==> src/design/c3cb_pkg.sv <==
// Shared constants and types of the 3x3 convolution block.
package c3cb_pkg;

  // Pixel and window geometry
  localparam int PIX_W     = 8;
  localparam int NUM_TAPS  = 9;
  localparam int NUM_CELLS = 2;

  // Parameter defaults
  localparam int DEF_MAX_WIDTH  = 2048;
  localparam int DEF_MAX_HEIGHT = 4096;
  localparam int DEF_TAP_BITS   = 5;

  // Register field widths
  localparam int SHIFT_W  = 4;
  localparam int OFFSET_W = 17;
  localparam int WIDTH_W  = 12;
  localparam int HEIGHT_W = 13;

  // Configuration port
  localparam int APB_DW = 64;
  localparam int APB_AW = 6;

  // Reset values of the configuration registers
  localparam int RST_TAPS [NUM_TAPS] = '{1, 2, 1, 2, 4, 2, 1, 2, 1};
  localparam logic [SHIFT_W-1:0]         RST_SCALE_SHIFT  = 4'd4;
  localparam logic signed [OFFSET_W-1:0] RST_SUM_OFFSET   = 17'sd0;
  localparam logic [WIDTH_W-1:0]         RST_FRAME_WIDTH  = 12'd2048;
  localparam logic [HEIGHT_W-1:0]        RST_FRAME_HEIGHT = 13'd4096;

  // One window column, index 0 is the top row
  typedef logic [2:0][PIX_W-1:0] col_t;
  // Selected 3x3 window, [column][row], column 0 is the left one
  typedef logic [2:0][2:0][PIX_W-1:0] win_t;

endpackage

==> src/design/c3cb_cell.sv <==
// Window cell: holds one 3-pixel column and takes its neighbor's column on shift.
module c3cb_cell (
  input  logic           clk_i,
  input  logic           en_i,
  input  c3cb_pkg::col_t col_i,
  output c3cb_pkg::col_t col_o
);

  c3cb_pkg::col_t col_q;

  always_ff @(posedge clk_i) begin
    if (en_i) begin
      col_q <= col_i;
    end
  end

  assign col_o = col_q;

endmodule

==> config.mk <==
export PLATFORM = sky130hd
export DESIGN_NAME = c3cb_cell
export DESIGN_NICKNAME = d
export VERILOG_FILES = /design/src/design/c3cb_pkg.sv /design/src/design/c3cb_cell.sv
export SDC_FILE = /design/constraint.sdc
export NUM_CORES = 1
export LEC_CHECK = 0
export BUFFER_PORTS_ARGS = -buffer_cell sky130_fd_sc_hd__buf_2
export CAP_MARGIN = 40
export CORE_AREA = 2 2 45 47
export CTS_CLUSTER_DIAMETER = 60
export DETAILED_ROUTE_END_ITERATION = 12
export DIE_AREA = 0 0 47 49
export GPL_TIMING_DRIVEN = 0
export PLACE_DENSITY = 0.8
export SLEW_MARGIN = 20
export SYNTH_ARGS = -nofsm -noshare
export SYNTH_HDL_FRONTEND = slang
export SYNTH_SLANG_ARGS = --single-unit
==> constraint.sdc <==
create_clock -name clk_i -period 0.8 [get_ports clk_i]
set_input_delay 0.08 -clock clk_i [delete_from_list [all_inputs] [get_ports clk_i]]
set_output_delay 0.08 -clock clk_i [all_outputs]
set_load 0.01 [all_outputs]
==> results.ini <==
[hold_path]
hold_path.class=in -> reg

[clock_network]
htreeDepth=1
cts_root_buf=clkbuf_4
cts_tree=yes
clk_pin_slew_worst_paths_ns=0.12
post_cts_buffers=0
cts_sinks=24
cts_buffer_depth=2
cts_made_buffers=3

[sta]
period_share_pct=116
final-hold-violation-count=0
final_max_slew_viol_count=0
clock.fmax_mhz=1080
setup_viol=24
rsz0062_at_grt=yes
layout_setup_ws_ns=-0.126
setup_tns_ns=-2.39
period_needed_ns=0.926
timing.hold.ws_ns=0.277
max-slew-margin-rel_pct=66.2
worst_pin_slew_ns=0.506

[power_and_ir_drop]
powerDensity_nw_per_um2=1840
p_leak_nw=0.542
ir_drop_mv=1.34

[setup_path]
cp_max_fo=1
crit_type=reg -> out
cp.arrival_ns=0.85
crit_path_start_kind=flop
worstSetupEndpointType=primary output
crit_path_max_incr_delay_ns=0.39
crit_chain=buf_2
cp_slowest_cell=edfxtp_1
required_ns=0.72
crit_family=flip-flops
worst-path-buf-inv=1

[global_route]
antenna_found_initial=0
grt_pass1_vias=522
grt_max_degree=25
grt_pass1_wl_microns=2300
grt-ovfl-total=0
grt_usage_pct=14.8

[final_layout]
multi_input_area_sq_um=0
num-multi-input-gates=0
largest_reg_flops=24
drive_gt1_share_pct=52.0
antenna_cells=0
syn_to_final_growth_pct=75.2
nNetsFinal=128
final_common_cell=buf_2
finalNonFillerCells=127
final_cell_mix=buf_2, edfxtp_1, dlygate4sd3_1, clkbuf_4

[floorplanning]
coreArea_sq_um=1840
start_util_pct=39.1
die_h_microns=49
die_area_sq_um=2300
die_x_microns=47
fp-row-count=16
io_pins=50

[route]
routed_wirelength_microns=1510
viasPerCell=4.10
drtIter0Drc=7
wl_per_cell_microns=11.9
dr_total_vias=521
drc=0
drt-pass1-iter-count=4
ant_nets=0

[outcome]
violations=negative setup slack
status=finished, violations left

[placement]
portBuffers=49
place_ws_ns=-0.0862
numPlacedInstances=100
gp_congestion=0.610

[yosys]
synth-seq-cells=24
synth.yosys.warnings=0
synth_cells=24
synth_cell_types=1
syn-num-nets=50
netlist_area_sq_um=721
avgSynthCellArea_sq_um=30.0
yosysSeqAreaShare_pct=100

[run]
drv_cap=0

kinds of logic (layout without fill, tap and decap cells):
kind of cell / Yosys count / in the layout / synth area share, %
DFF: 24 / 24 / 100
buffers and inverters: 0 / 76 / 0
where the power goes:
group | total, mW | internal, mW | switching, mW
Sequential | 1.51 | 1.49 | 0.0223
Combinational | 0.314 | 0.180 | 0.134
Clock | 0.492 | 0.175 | 0.317
Total | 2.32 | 1.85 | 0.474
synth_stat cells, drive strengths merged:
library cell / count / share of area, %
edfxtp: 24 / 100
final timing paths:
path	slack, ns	depth (start not counted)	start	to
worst max-delay path	-0.13	1	col_o[21]$_DFFE_PP_	col_o[21]
worst min-delay path	0.28	1	en_i	col_o[15]$_DFFE_PP_
metal layers:
metal / GRT usage, % / vias up / part of all wire [%]
met1: 14.7 / 241 / 33
li1: - / 250 / -
met4: 6.94 / 0 / 0.80
met5: 0 / - / 0
met3: 2.59 / 2 / 7.2
met2: 27.4 / 28 / 58
stage by stage:
step | instance area, sq um | total power, mW | utilization [%]
2_1_floorplan | 721 | 1.60 | -
3_3_place_gp | 1000 | 1.76 | 54.3
3_5_place_dp | 1000 | 1.77 | 54.3
4_1_cts | 1260 | 2.34 | 68.5
5_1_grt | 1260 | 2.42 | 68.5
6_report | 1260 | 2.32 | 68.5
final cells by class:
cell class / count / area, sq um
Timing Repair Buffer: 73 / 485
Fill cell: 148 / 579
Tap cell: 27 / 33.8
Clock buffer: 3 / 22.5
Sequential cell: 24 / 721
what timing repair did:
action	in CTS	in global routing
setup endpoints to repair	24	24
hold buffers	24	0
resized for setup	0	0
hold endpoints to repair	24	0
No activity file was read; power rests on OpenSTA's default activity.
