## src/design/c3cb_pkg.sv

```systemverilog
// Shared constants and types of the 3x3 convolution block.
package c3cb_pkg;

  // Pixel and window geometry
  localparam int PIX_W     = 8;
  localparam int NUM_TAPS  = 9;
  localparam int NUM_CELLS = 2;

  // Parameter defaults
  localparam int DEF_MAX_WIDTH  = 2048;
  localparam int DEF_MAX_HEIGHT = 4096;
  localparam int DEF_TAP_BITS   = 5;

  // Register field widths
  localparam int SHIFT_W  = 4;
  localparam int OFFSET_W = 17;
  localparam int WIDTH_W  = 12;
  localparam int HEIGHT_W = 13;

  // Configuration port
  localparam int APB_DW = 64;
  localparam int APB_AW = 6;

  // Reset values of the configuration registers
  localparam int RST_TAPS [NUM_TAPS] = '{1, 2, 1, 2, 4, 2, 1, 2, 1};
  localparam logic [SHIFT_W-1:0]         RST_SCALE_SHIFT  = 4'd4;
  localparam logic signed [OFFSET_W-1:0] RST_SUM_OFFSET   = 17'sd0;
  localparam logic [WIDTH_W-1:0]         RST_FRAME_WIDTH  = 12'd2048;
  localparam logic [HEIGHT_W-1:0]        RST_FRAME_HEIGHT = 13'd4096;

  // One window column, index 0 is the top row
  typedef logic [2:0][PIX_W-1:0] col_t;
  // Selected 3x3 window, [column][row], column 0 is the left one
  typedef logic [2:0][2:0][PIX_W-1:0] win_t;

endpackage

```

## src/design/c3cb_filter.sv

```systemverilog
// Filter datapath: nine tap products summed into a register, then offset, round and clamp.
module c3cb_filter #(
  parameter int TAP_BITS = c3cb_pkg::DEF_TAP_BITS
) (
  input  logic                                    clk_i,
  input  logic                                    en_i,
  input  logic [c3cb_pkg::NUM_TAPS*TAP_BITS-1:0]  taps_i,
  input  logic [c3cb_pkg::SHIFT_W-1:0]            shift_i,
  input  logic signed [c3cb_pkg::OFFSET_W-1:0]    offset_i,
  input  c3cb_pkg::win_t                          win_i,
  output logic [c3cb_pkg::PIX_W-1:0]              pixel_o
);

  localparam int PROD_W = TAP_BITS + c3cb_pkg::PIX_W + 1;
  localparam int SUM_W  = PROD_W + 4;
  localparam int ADD_W  = (SUM_W > c3cb_pkg::OFFSET_W) ? SUM_W : c3cb_pkg::OFFSET_W;
  localparam int T_W    = ADD_W + 2;

  logic signed [PROD_W-1:0] prod [c3cb_pkg::NUM_TAPS];
  logic signed [SUM_W-1:0]  sum_d, sum_q;
  logic signed [T_W-1:0]    rnd, t_val, shifted;

  // Tap times pixel, taps row-major
  always_comb begin
    for (int dy = 0; dy < 3; dy++) begin
      for (int dx = 0; dx < 3; dx++) begin
        prod[dy*3+dx] = $signed(taps_i[(dy*3+dx)*TAP_BITS +: TAP_BITS])
                      * $signed({1'b0, win_i[dx][dy]});
      end
    end
  end

  // Add tree over the nine products
  always_comb begin
    sum_d = '0;
    for (int i = 0; i < c3cb_pkg::NUM_TAPS; i++) begin
      sum_d = sum_d + SUM_W'(prod[i]);
    end
  end

  always_ff @(posedge clk_i) begin
    if (en_i) begin
      sum_q <= sum_d;
    end
  end

  // Offset, round half up, shift, clamp to 0..255
  always_comb begin
    rnd = '0;
    if (shift_i != '0) begin
      rnd = T_W'(1) << (shift_i - 4'd1);
    end
    t_val   = T_W'(sum_q) + T_W'(offset_i) + rnd;
    shifted = t_val >>> shift_i;
    if (t_val[T_W-1]) begin
      pixel_o = '0;
    end else if (|shifted[T_W-1:c3cb_pkg::PIX_W]) begin
      pixel_o = '1;
    end else begin
      pixel_o = shifted[c3cb_pkg::PIX_W-1:0];
    end
  end

endmodule

```

## config.mk

```make
export PLATFORM = sky130hd
export DESIGN_NAME = c3cb_filter
export DESIGN_NICKNAME = d
export VERILOG_FILES = /design/src/design/c3cb_pkg.sv /design/src/design/c3cb_filter.sv
export SDC_FILE = /design/constraint.sdc
export NUM_CORES = 1
export LEC_CHECK = 0
export ABC_AREA = 1
export BUFFER_PORTS_ARGS = -buffer_cell sky130_fd_sc_hd__buf_2
export CAP_MARGIN = 5
export CORE_ASPECT_RATIO = 1.2
export CORE_MARGIN = 2
export CORE_UTILIZATION = 65
export CTS_BUF_LIST = sky130_fd_sc_hd__clkbuf_8
export CTS_CLUSTER_DIAMETER = 200
export DETAILED_ROUTE_END_ITERATION = 8
export GPL_TIMING_DRIVEN = 0
export HOLD_SLACK_MARGIN = 0.12
export PLACE_DENSITY = 0.86
export SLEW_MARGIN = 20
export SYNTH_ARGS = -nofsm -noshare
export SYNTH_HDL_FRONTEND = slang
export SYNTH_SLANG_ARGS = --single-unit
```

## constraint.sdc

```tcl
create_clock -name clk_i -period 22.8 [get_ports clk_i]
set_clock_uncertainty 0.05 [all_clocks]
set_input_delay 1.14 -clock clk_i [delete_from_list [all_inputs] [get_ports clk_i]]
set_output_delay 1.14 -clock clk_i [all_outputs]
set_load 0.02 [all_outputs]
```

==> results of run 1 <==
## how the worst max path moves through the flow
stage	start	end	slack (ns)	cells past startpoint
2_1_floorplan	taps_i[44]	sum_q[16]	14.83	27
3_3_place_gp	taps_i[34]	sum_q[16]	13.77	28
3_5_place_dp	taps_i[34]	sum_q[16]	13.65	28
4_1_cts	taps_i[34]	sum_q[16]	13.89	28
5_1_grt	taps_i[34]	sum_q[16]	13.55	28
6_report	taps_i[34]	sum_q[16]	13.76	28
## cells by family (layout without fill, tap and decap cells)
family | after synthesis | count (layout)
buf+inv | 767 | 880
simple gates | 691 | 691
fa+ha+maj | 574 | 574
compound gates | 82 | 82
xor+xnor | 37 | 37
flops | 18 | 18
other cells | 1 | 10
## final cells by class
class,count,area (um^2),area share
Multi-Input combinational cell,1385,13960,0.7576
Buffer,45,182.7,0.009912
Antenna cell,9,22.52,0.001222
Sequential cell,18,540.5,0.02933
Timing Repair Buffer,110,550.5,0.02987
Tap cell,335,419.2,0.02274
Inverter,722,2710,0.1471
Clock buffer,3,41.29,0.002240
## Yosys cell counts (all sizes together)
| cell | number | share of area |
|---|---|---|
| edfxtp | 18 | 0.031 |
| fa | 403 | 0.46 |
| buf | 5 | 0.0017 |
| xor2 | 19 | 0.010 |
| nor3 | 3 | 0.0017 |
| a31o | 1 | 0.00050 |
| inv | 713 | 0.15 |
| o211ai | 1 | 0.00043 |
| xnor2 | 18 | 0.0091 |
| and2 | 2 | 0.00072 |
| nand2 | 454 | 0.10 |
| o221ai | 3 | 0.0015 |
| a21oi | 39 | 0.014 |
| clkinv | 9 | 0.0019 |
| clkbuf | 40 | 0.0088 |
| a22oi | 2 | 0.00086 |
| a21o | 3 | 0.0013 |
| conb | 1 | 0.00022 |
| nor2 | 112 | 0.026 |
| ha | 171 | 0.12 |
| o21ai | 29 | 0.0086 |
| nand3 | 95 | 0.030 |
| o22ai | 2 | 0.00072 |
| or2 | 22 | 0.0081 |
| a211oi | 2 | 0.00086 |
| nand4 | 3 | 0.0011 |
## cell usage in the layout, fill, tap and decap left out, types with 2 or more instances in the layout
| cell | netlist | final |
|---|---|---|
| diode_2 | 0 | 9 |
| nor2_2 | 5 | 5 |
| nand2_1 | 439 | 439 |
| and2_1 | 2 | 2 |
| edfxtp_1 | 18 | 18 |
| buf_2 | 2 | 112 |
| clkbuf_1 | 39 | 39 |
| ha_1 | 171 | 171 |
| clkinv_1 | 9 | 9 |
| xor2_1 | 18 | 18 |
| inv_2 | 6 | 6 |
| nor3_2 | 3 | 3 |
| xnor2_1 | 18 | 18 |
| clkbuf_8 | 0 | 3 |
| fa_1 | 403 | 403 |
| nand2_2 | 13 | 13 |
| a21oi_1 | 30 | 30 |
| nor2_1 | 105 | 105 |
| nand4_1 | 3 | 3 |
| nand3_2 | 10 | 10 |
| a21oi_2 | 8 | 8 |
| or2_2 | 21 | 21 |
| nor2_4 | 2 | 2 |
| a22oi_1 | 2 | 2 |
| buf_4 | 2 | 2 |
| o221ai_1 | 3 | 3 |
| o21ai_0 | 27 | 27 |
| o22ai_1 | 2 | 2 |
| a21o_1 | 3 | 3 |
| inv_1 | 707 | 707 |
| a211oi_1 | 2 | 2 |
| nand2_4 | 2 | 2 |
| nand3_1 | 85 | 85 |
## per-stage QoR
stage / hold WS (ns) / area (um^2)
3_5_place_dp: 1.559 / 18370
4_1_cts: 1.301 / 18410
5_1_grt: 1.312 / 18420
6_report: 1.301 / 18430
2_1_floorplan: 1.203 / 17400
3_3_place_gp: 1.547 / 18370
## metal layers
metal / GRT usage / wire length, um / vias to the layer above / share of wire
li1: - / - / 6375 / -
met1: 0.3609 / 14500 / 6706 / 0.33
met2: 0.6182 / 23880 / 518 / 0.55
met3: 0.02717 / 2313 / 174 / 0.053
met4: 0.1717 / 2839 / 2 / 0.065
met5: 0 / 13 / - / 0.00030
==> impl_metrics.csv, run 1 <==
group,metric,value,unit
worst_hold_path,hold_end,"sum_q[2]",
synthesis,synth-seq-cells,18,
grt,antenna_found_initial,8,
placement,dpl.hpwl,39620,um
synthesis,syn_area_per_cell,8.016,um^2
synthesis,synth_nets,2884,
drt,dr.first_iter.drc_count,836,
worst_setup_path,critPathSlowestCell,"fa_1",
final_layout,regMostFlops,"sum_q",
clock_network,ctsRootBufferMaster,"clkbuf_8",
floorplanning,core_area,0.02627,mm^2
floorplanning,start_util,0.6622,
drt,drcViolationCount,0,
run,maxCapViolations,0,
synthesis,synth_compound_area_frac,0.02834,
worst_hold_path,worst_hold_path_type,"input port to register",
sta,finalHoldViolations,0,
final_layout,drive_gt1_frac,0.08454,
worst_hold_path,whs_path_depth,1,
grt,grt_max_degree,21,
floorplanning,die_h,183.2,um
worst_setup_path,worstPathArrival,9.02,ns
drt,antenna_left,0,
placement,dp_cells,2615,
clock_network,numCtsBuffers,3,
drt,via_count,13775,
final_layout,final_cells,2627,
final_layout,fin_util,0.7015,
drt,vias_per_cell,5.244,
clock_network,cts_tree,"done",
sta,setup_viol,0,
final_layout,largest_reg_flops,18,
synthesis,synth-simple-area-share,0.1682,
worst_hold_path,min_from,"en_i",
synthesis,synth_top_family_by_area,"adder cells",
worst_setup_path,worstSetupPathType,"input port to register",
clock_network,postCtsResizedCells,0,
sta,worst_slack,13.76,ns
final_layout,n_fill_cell,2048,
clock_network,numClockSinks,18,
floorplanning,fp-row-count,65,
synthesis,ys_seq_area_frac,0.03107,
worst_setup_path,critical_path_buf_inv_count,8,
final_layout,area_delta_synth_final,5.941,%
placement,port_buffers,110,
sta,finalCriticalPeriod,9.037,ns
floorplanning,io-pin-count,148,
floorplanning,die-width,153.3,um
synthesis,synth_xor_area_frac,0.01906,
final_layout,largest_registers,"sum_q x18",
worst_setup_path,crit_fanout,20,
sta,maxSlewHeadroom,0.5124,
worst_setup_path,cp_top_family,"adder cells",
floorplanning,die_area,0.02809,mm^2
drt,avgRoutedWirePerCell,16.58,um
worst_setup_path,cp_common_cell,"fa_1",
worst_setup_path,critPathLaunchType,"input port",
placement,pre_cts_slack,13.65,ns
synthesis,synth_cells,2170,
synthesis,yosys_warnings,0,
clock_network,path_clk_slew,0.07,ns
drt,firstDrtPassIters,6,
grt,grt_pass1_wl,72220,um
grt,grt_remaining_overflow,0,
synthesis,synthMuxAreaShare,0,
sta,tightest_slew,0.7314,ns
synthesis,synth_area,0.01740,mm^2
sta,drv_slew,0,
drt,wirelength,43550,um
worst_setup_path,end_kind,"register",
sta,fin_tns_setup,0,ns
sta,fmax,110.7,MHz
placement,place_congestion,0.9182,
grt,track_usage,0.3252,
clock_network,cts_setup_buffers,0,
sta,rsz0062_at_grt,"false",
worst_setup_path,worstPathRequired,22.79,ns
final_layout,nNetsFinal,2999,
worst_setup_path,max_stage_delay,0.58,ns
clock_network,htree_num_levels,1,
grt,grt_pass1_vias,15454,
sta,fin_crit_sh,0.3964,
clock_network,clock_path_buffers,2,
synthesis,synthAdderAreaFrac,0.5868,
clock_network,hold_buffers,0,
run_status,status,"completed",
synthesis,ys_types,41,
Power of run 1 is not shown: default switching activity piles up to over one toggle a cycle in this logic, so the estimate is an artifact.
==> run 2, diff against run 1 <==
--- a/config.mk
+++ b/config.mk
@@ -10,13 +10,13 @@
 export CAP_MARGIN = 5
 export CORE_ASPECT_RATIO = 1.2
 export CORE_MARGIN = 2
-export CORE_UTILIZATION = 65
+export CORE_UTILIZATION = 64
 export CTS_BUF_LIST = sky130_fd_sc_hd__clkbuf_8
 export CTS_CLUSTER_DIAMETER = 200
 export DETAILED_ROUTE_END_ITERATION = 8
 export GPL_TIMING_DRIVEN = 0
 export HOLD_SLACK_MARGIN = 0.12
-export PLACE_DENSITY = 0.86
+export PLACE_DENSITY = 0.85
 export SLEW_MARGIN = 20
 export SYNTH_ARGS = -nofsm -noshare
 export SYNTH_HDL_FRONTEND = slang
==> constraint.sdc (replaced) <==
create_clock -name clk_i -period 9.2 [get_ports clk_i]
set_clock_uncertainty 0.05 [all_clocks]
set_input_delay 0.46 -clock clk_i [delete_from_list [all_inputs] [get_ports clk_i]]
set_output_delay 0.46 -clock clk_i [all_outputs]
set_load 0.02 [all_outputs]
==> impl_metrics.csv, run 2 (synthesis gave the netlist of run 1 again) <==
group,metric,value,unit
run_status,status,"completed",
grt,grt_pass1_wl,70300,um
clock_network,postCtsResizedCells,0,
worst_setup_path,end_kind,"register",
drt,vias_per_cell,5.267,
worst_setup_path,worstPathArrival,8.31,ns
worst_hold_path,min_from,"en_i",
drt,antenna_left,0,
final_layout,largest_registers,"sum_q x18",
worst_setup_path,worstPathRequired,9.19,ns
floorplanning,die-width,154.5,um
clock_network,hold_buffers,0,
sta,tightest_slew,0.7317,ns
final_layout,area_delta_synth_final,5.999,%
sta,fmax,120.2,MHz
floorplanning,start_util,0.6462,
floorplanning,die_h,184.6,um
grt,track_usage,0.3145,
sta,fin_tns_setup,0,ns
sta,fin_crit_sh,0.9043,
drt,via_count,13869,
clock_network,cts_setup_buffers,0,
drt,firstDrtPassIters,6,
sta,drv_slew,0,
final_layout,n_fill_cell,2137,
drt,drcViolationCount,0,
clock_network,path_clk_slew,0.07,ns
worst_setup_path,crit_fanout,20,
sta,setup_viol,0,
sta,worst_slack,0.8804,ns
final_layout,final_common_cell,"inv_1",
clock_network,numClockSinks,18,
grt,grt_remaining_overflow,0,
worst_hold_path,hold_end,"sum_q[4]",
sta,finalHoldViolations,0,
grt,grt_pass1_vias,15111,
drt,avgRoutedWirePerCell,16.14,um
final_layout,largest_reg_flops,18,
floorplanning,fp-row-count,66,
sta,finalCriticalPeriod,8.320,ns
final_layout,multi_input_area,0.01396,mm^2
placement,pre_cts_slack,0.6668,ns
floorplanning,core_area,0.02692,mm^2
grt,grt_max_degree,21,
clock_network,clock_path_buffers,2,
drt,wirelength,42490,um
placement,place_congestion,0.9353,
final_layout,register_area,540.5,um^2
final_layout,nNetsFinal,2999,
sta,rsz0062_at_grt,"false",
clock_network,htree_num_levels,1,
final_layout,final_cell_mix,"707 x inv_1, 439 x nand2_1, 403 x fa_1",
floorplanning,die_area,0.02852,mm^2
run,maxCapViolations,0,
grt,antenna_found_initial,7,
final_layout,regMostFlops,"sum_q",
worst_setup_path,worstSetupPathType,"input port to register",
worst_hold_path,worst_hold_path_type,"input port to register",
floorplanning,io-pin-count,148,
final_layout,final_cell_area,0.01844,mm^2
placement,placed_area,0.01837,mm^2
clock_network,numCtsBuffers,3,
final_layout,drive_gt1_frac,0.08450,
placement,dpl.hpwl,38870,um
worst_hold_path,whs_path_depth,1,
sta,whs,0.6141,ns
placement,port_buffers,110,
clock_network,ctsRootBufferMaster,"clkbuf_8",
worst_setup_path,critPathLaunchType,"input port",
clock_network,cts_tree,"done",
drt,dr.first_iter.drc_count,751,
sta,maxSlewHeadroom,0.5122,
-- run 2: cell types whose count changed in the layout (fill, tap and decap cells not counted), sizes merged --
cell,previous run,this run
clkinv,9,10
-- run 2: cell type report --
class                   count  share of cell area
diodes                      9            0.001221
plain buffers              45            0.009907
clock buffers               3            0.002239
clock inverters             1           0.0002036
inverters                 722              0.1470
multi-input cells        1385              0.7572
flip-flops and latches     18             0.02931
well taps                 340             0.02307
repair buffers            110             0.02986
-- run 2: metrics by stage --
step,util,std cells
finish,0.6849,2633
global route,0.6847,2631
CTS,0.6841,2624
detailed placement,0.6824,2620
global placement,0.6824,2620
floorplan,-,2170
-- run 2: worst max path at each step --
stage,depth (start not counted),endpoint,from
final,28,sum_q[16],taps_i[34]
after CTS,28,sum_q[16],taps_i[34]
after floorplan,27,sum_q[16],taps_i[44]
after global routing,28,sum_q[16],taps_i[34]
after global placement,28,sum_q[16],taps_i[34]
after detailed placement,28,sum_q[16],taps_i[34]
-- run 2: metal layers --
| metal | vias to the layer above | wire length (um) | global-route usage |
|---|---|---|---|
| li1 | 6375 | - | - |
| met1 | 6819 | 14440 | 0.3439 |
| met2 | 511 | 23010 | 0.5970 |
| met3 | 164 | 1962 | 0.02257 |
| met4 | 0 | 3082 | 0.1863 |
| met5 | - | 0 | 0 |
-- run 2: worst max-delay path, stage by stage --
cell      delay, ns
buf_2          0.47
inv_1          0.30
or2_2          0.36
fa_1           0.50
inv_1          0.05
fa_1           0.47
fa_1           0.51
inv_1          0.05
fa_1           0.47
inv_1          0.05
fa_1           0.48
fa_1           0.57
fa_1           0.44
fa_1           0.50
inv_1          0.05
fa_1           0.48
inv_1          0.04
ha_1           0.34
nand2_1        0.09
inv_1          0.06
nand4_1        0.09
o211ai_1       0.16
a21o_1         0.18
a21oi_1        0.11
o21ai_0        0.30
nand3_1        0.15
o21ai_0        0.23
xor2_1         0.33
Power of run 2 is left out for the same reason.
==> run 3, diff against run 2 <==
--- a/config.mk
+++ b/config.mk
@@ -8,15 +8,17 @@
 export ABC_AREA = 1
 export BUFFER_PORTS_ARGS = -buffer_cell sky130_fd_sc_hd__buf_2
 export CAP_MARGIN = 5
+export CELL_PAD_IN_SITES_DETAIL_PLACEMENT = 0
+export CELL_PAD_IN_SITES_GLOBAL_PLACEMENT = 1
 export CORE_ASPECT_RATIO = 1.2
 export CORE_MARGIN = 2
-export CORE_UTILIZATION = 64
+export CORE_UTILIZATION = 48
 export CTS_BUF_LIST = sky130_fd_sc_hd__clkbuf_8
 export CTS_CLUSTER_DIAMETER = 200
 export DETAILED_ROUTE_END_ITERATION = 8
 export GPL_TIMING_DRIVEN = 0
 export HOLD_SLACK_MARGIN = 0.12
-export PLACE_DENSITY = 0.85
+export PLACE_DENSITY_LB_ADDON = 0.1
 export SLEW_MARGIN = 20
 export SYNTH_ARGS = -nofsm -noshare
 export SYNTH_HDL_FRONTEND = slang
==> impl_metrics.csv, run 3 (synthesis gave the netlist of run 1 again) <==
group,metric,value,unit
worst_setup_path,worstPathRequired,9.24,ns
grt,grt_pass1_vias,13974,
final_layout,largest_registers,"sum_q x18",
floorplanning,die-width,177.8,um
clock_network,clock_path_buffers,2,
floorplanning,fp-row-count,76,
clock_network,hold_buffers,0,
sta,tightest_slew,0.6463,ns
final_layout,n_fill_cell,3578,
clock_network,cts_tree,"done",
final_layout,drive_gt1_frac,0.08454,
floorplanning,core_area,0.03585,mm^2
drt,antenna_left,0,
clock_network,postCtsResizedCells,0,
drt,firstDrtPassIters,5,
sta,maxSlewHeadroom,0.5691,
placement,dpl.hpwl,41990,um
clock_network,htree_num_levels,1,
sta,rsz0062_at_grt,"false",
final_layout,multi_input_area,0.01396,mm^2
worst_setup_path,critPathLaunchType,"input port",
sta,finalCriticalPeriod,8.330,ns
floorplanning,io-pin-count,148,
final_layout,final_common_cell,"inv_1",
worst_setup_path,end_kind,"register",
worst_setup_path,startpoint,"taps_i[34]",
clock_network,path_clk_slew,0.06,ns
worst_setup_path,worstSetupPathType,"input port to register",
clock_network,numCtsBuffers,3,
floorplanning,start_util,0.4852,
floorplanning,die_h,212.5,um
grt,grt_remaining_overflow,0,
drt,wirelength,44340,um
worst_hold_path,worst_hold_path_type,"input port to register",
sta,setup_viol,0,
worst_setup_path,crit_fanout,20,
drt,drcViolationCount,0,
placement,dp_cells,2748,
sta,finalHoldViolations,0,
run_status,status,"completed",
final_layout,final_cells,2752,
final_layout,largest_reg_flops,18,
sta,whs,0.5984,ns
placement,place_congestion,0.8938,
final_layout,area_delta_synth_final,6.783,%
sta,drv_slew,0,
clock_network,ctsRootBufferMaster,"clkbuf_8",
grt,grt_pass1_wl,71550,um
clock_network,numClockSinks,18,
final_layout,register_area,540.5,um^2
worst_setup_path,worstPathArrival,8.37,ns
final_layout,nNetsFinal,2999,
drt,dr.first_iter.drc_count,466,
worst_hold_path,min_from,"en_i",
sta,fmax,120.0,MHz
final_layout,final_cell_mix,"707 x inv_1, 439 x nand2_1, 403 x fa_1",
sta,fin_tns_setup,0,ns
floorplanning,die_area,0.03779,mm^2
grt,antenna_found_initial,1,
final_layout,fin_util,0.5181,
run,maxCapViolations,0,
clock_network,cts_setup_buffers,0,
drt,vias_per_cell,4.783,
drt,avgRoutedWirePerCell,16.11,um
placement,port_buffers,110,
grt,grt_max_degree,21,
sta,fin_crit_sh,0.9055,
drt,via_count,13163,
grt,track_usage,0.2469,
final_layout,regMostFlops,"sum_q",
run 3: worst max-delay path, stage by stage:
cell and delay [ns]:
buf_2 0.49, inv_1 0.34, or2_2 0.37, fa_1 0.50, inv_1 0.05, fa_1 0.51, fa_1 0.52, inv_1 0.06
fa_1 0.47, inv_1 0.06, fa_1 0.49, fa_1 0.63, fa_1 0.45, fa_1 0.49, inv_1 0.05, fa_1 0.47
inv_1 0.04, ha_1 0.34, nand2_1 0.09, inv_1 0.06, nand4_1 0.10, o211ai_1 0.15, a21o_1 0.17, a21oi_1 0.09
o21ai_0 0.32, nand3_1 0.15, o21ai_0 0.21, xor2_1 0.21
run 3: layer usage:
layer / routed length [um] / GRT usage
met5: 16 / 0
met1: 17700 / 0.2957
met4: 1299 / 0.06501
met3: 1151 / 0.01001
met2: 24180 / 0.4790
run 3: cell type report:
type | count | share of cell area
Tap cell | 468 | 0.03152
Clock buffer | 3 | 0.002223
Multi-Input combinational cell | 1385 | 0.7516
Sequential cell | 18 | 0.02910
Timing Repair Buffer | 110 | 0.02964
Buffer | 45 | 0.009834
Antenna cell | 1 | 0.0001347
Inverter | 722 | 0.1459
run 3: final timing paths:
| check | endpoint | slack (ns) | depth (start not counted) |
|---|---|---|---|
| setup / recovery | sum_q[16] | 0.87 | 28 |
| hold / removal | sum_q[9] | 0.60 | 1 |
run 3: metrics by stage:
step	instance area (um^2)	setup slack, ns
after floorplan	17400	1.908
after global placement	18530	0.5921
after detailed placement	18530	0.5586
after CTS	18570	0.8265
after global routing	18570	0.4845
final	18580	0.8697
Power of run 3 is left out for the same reason.
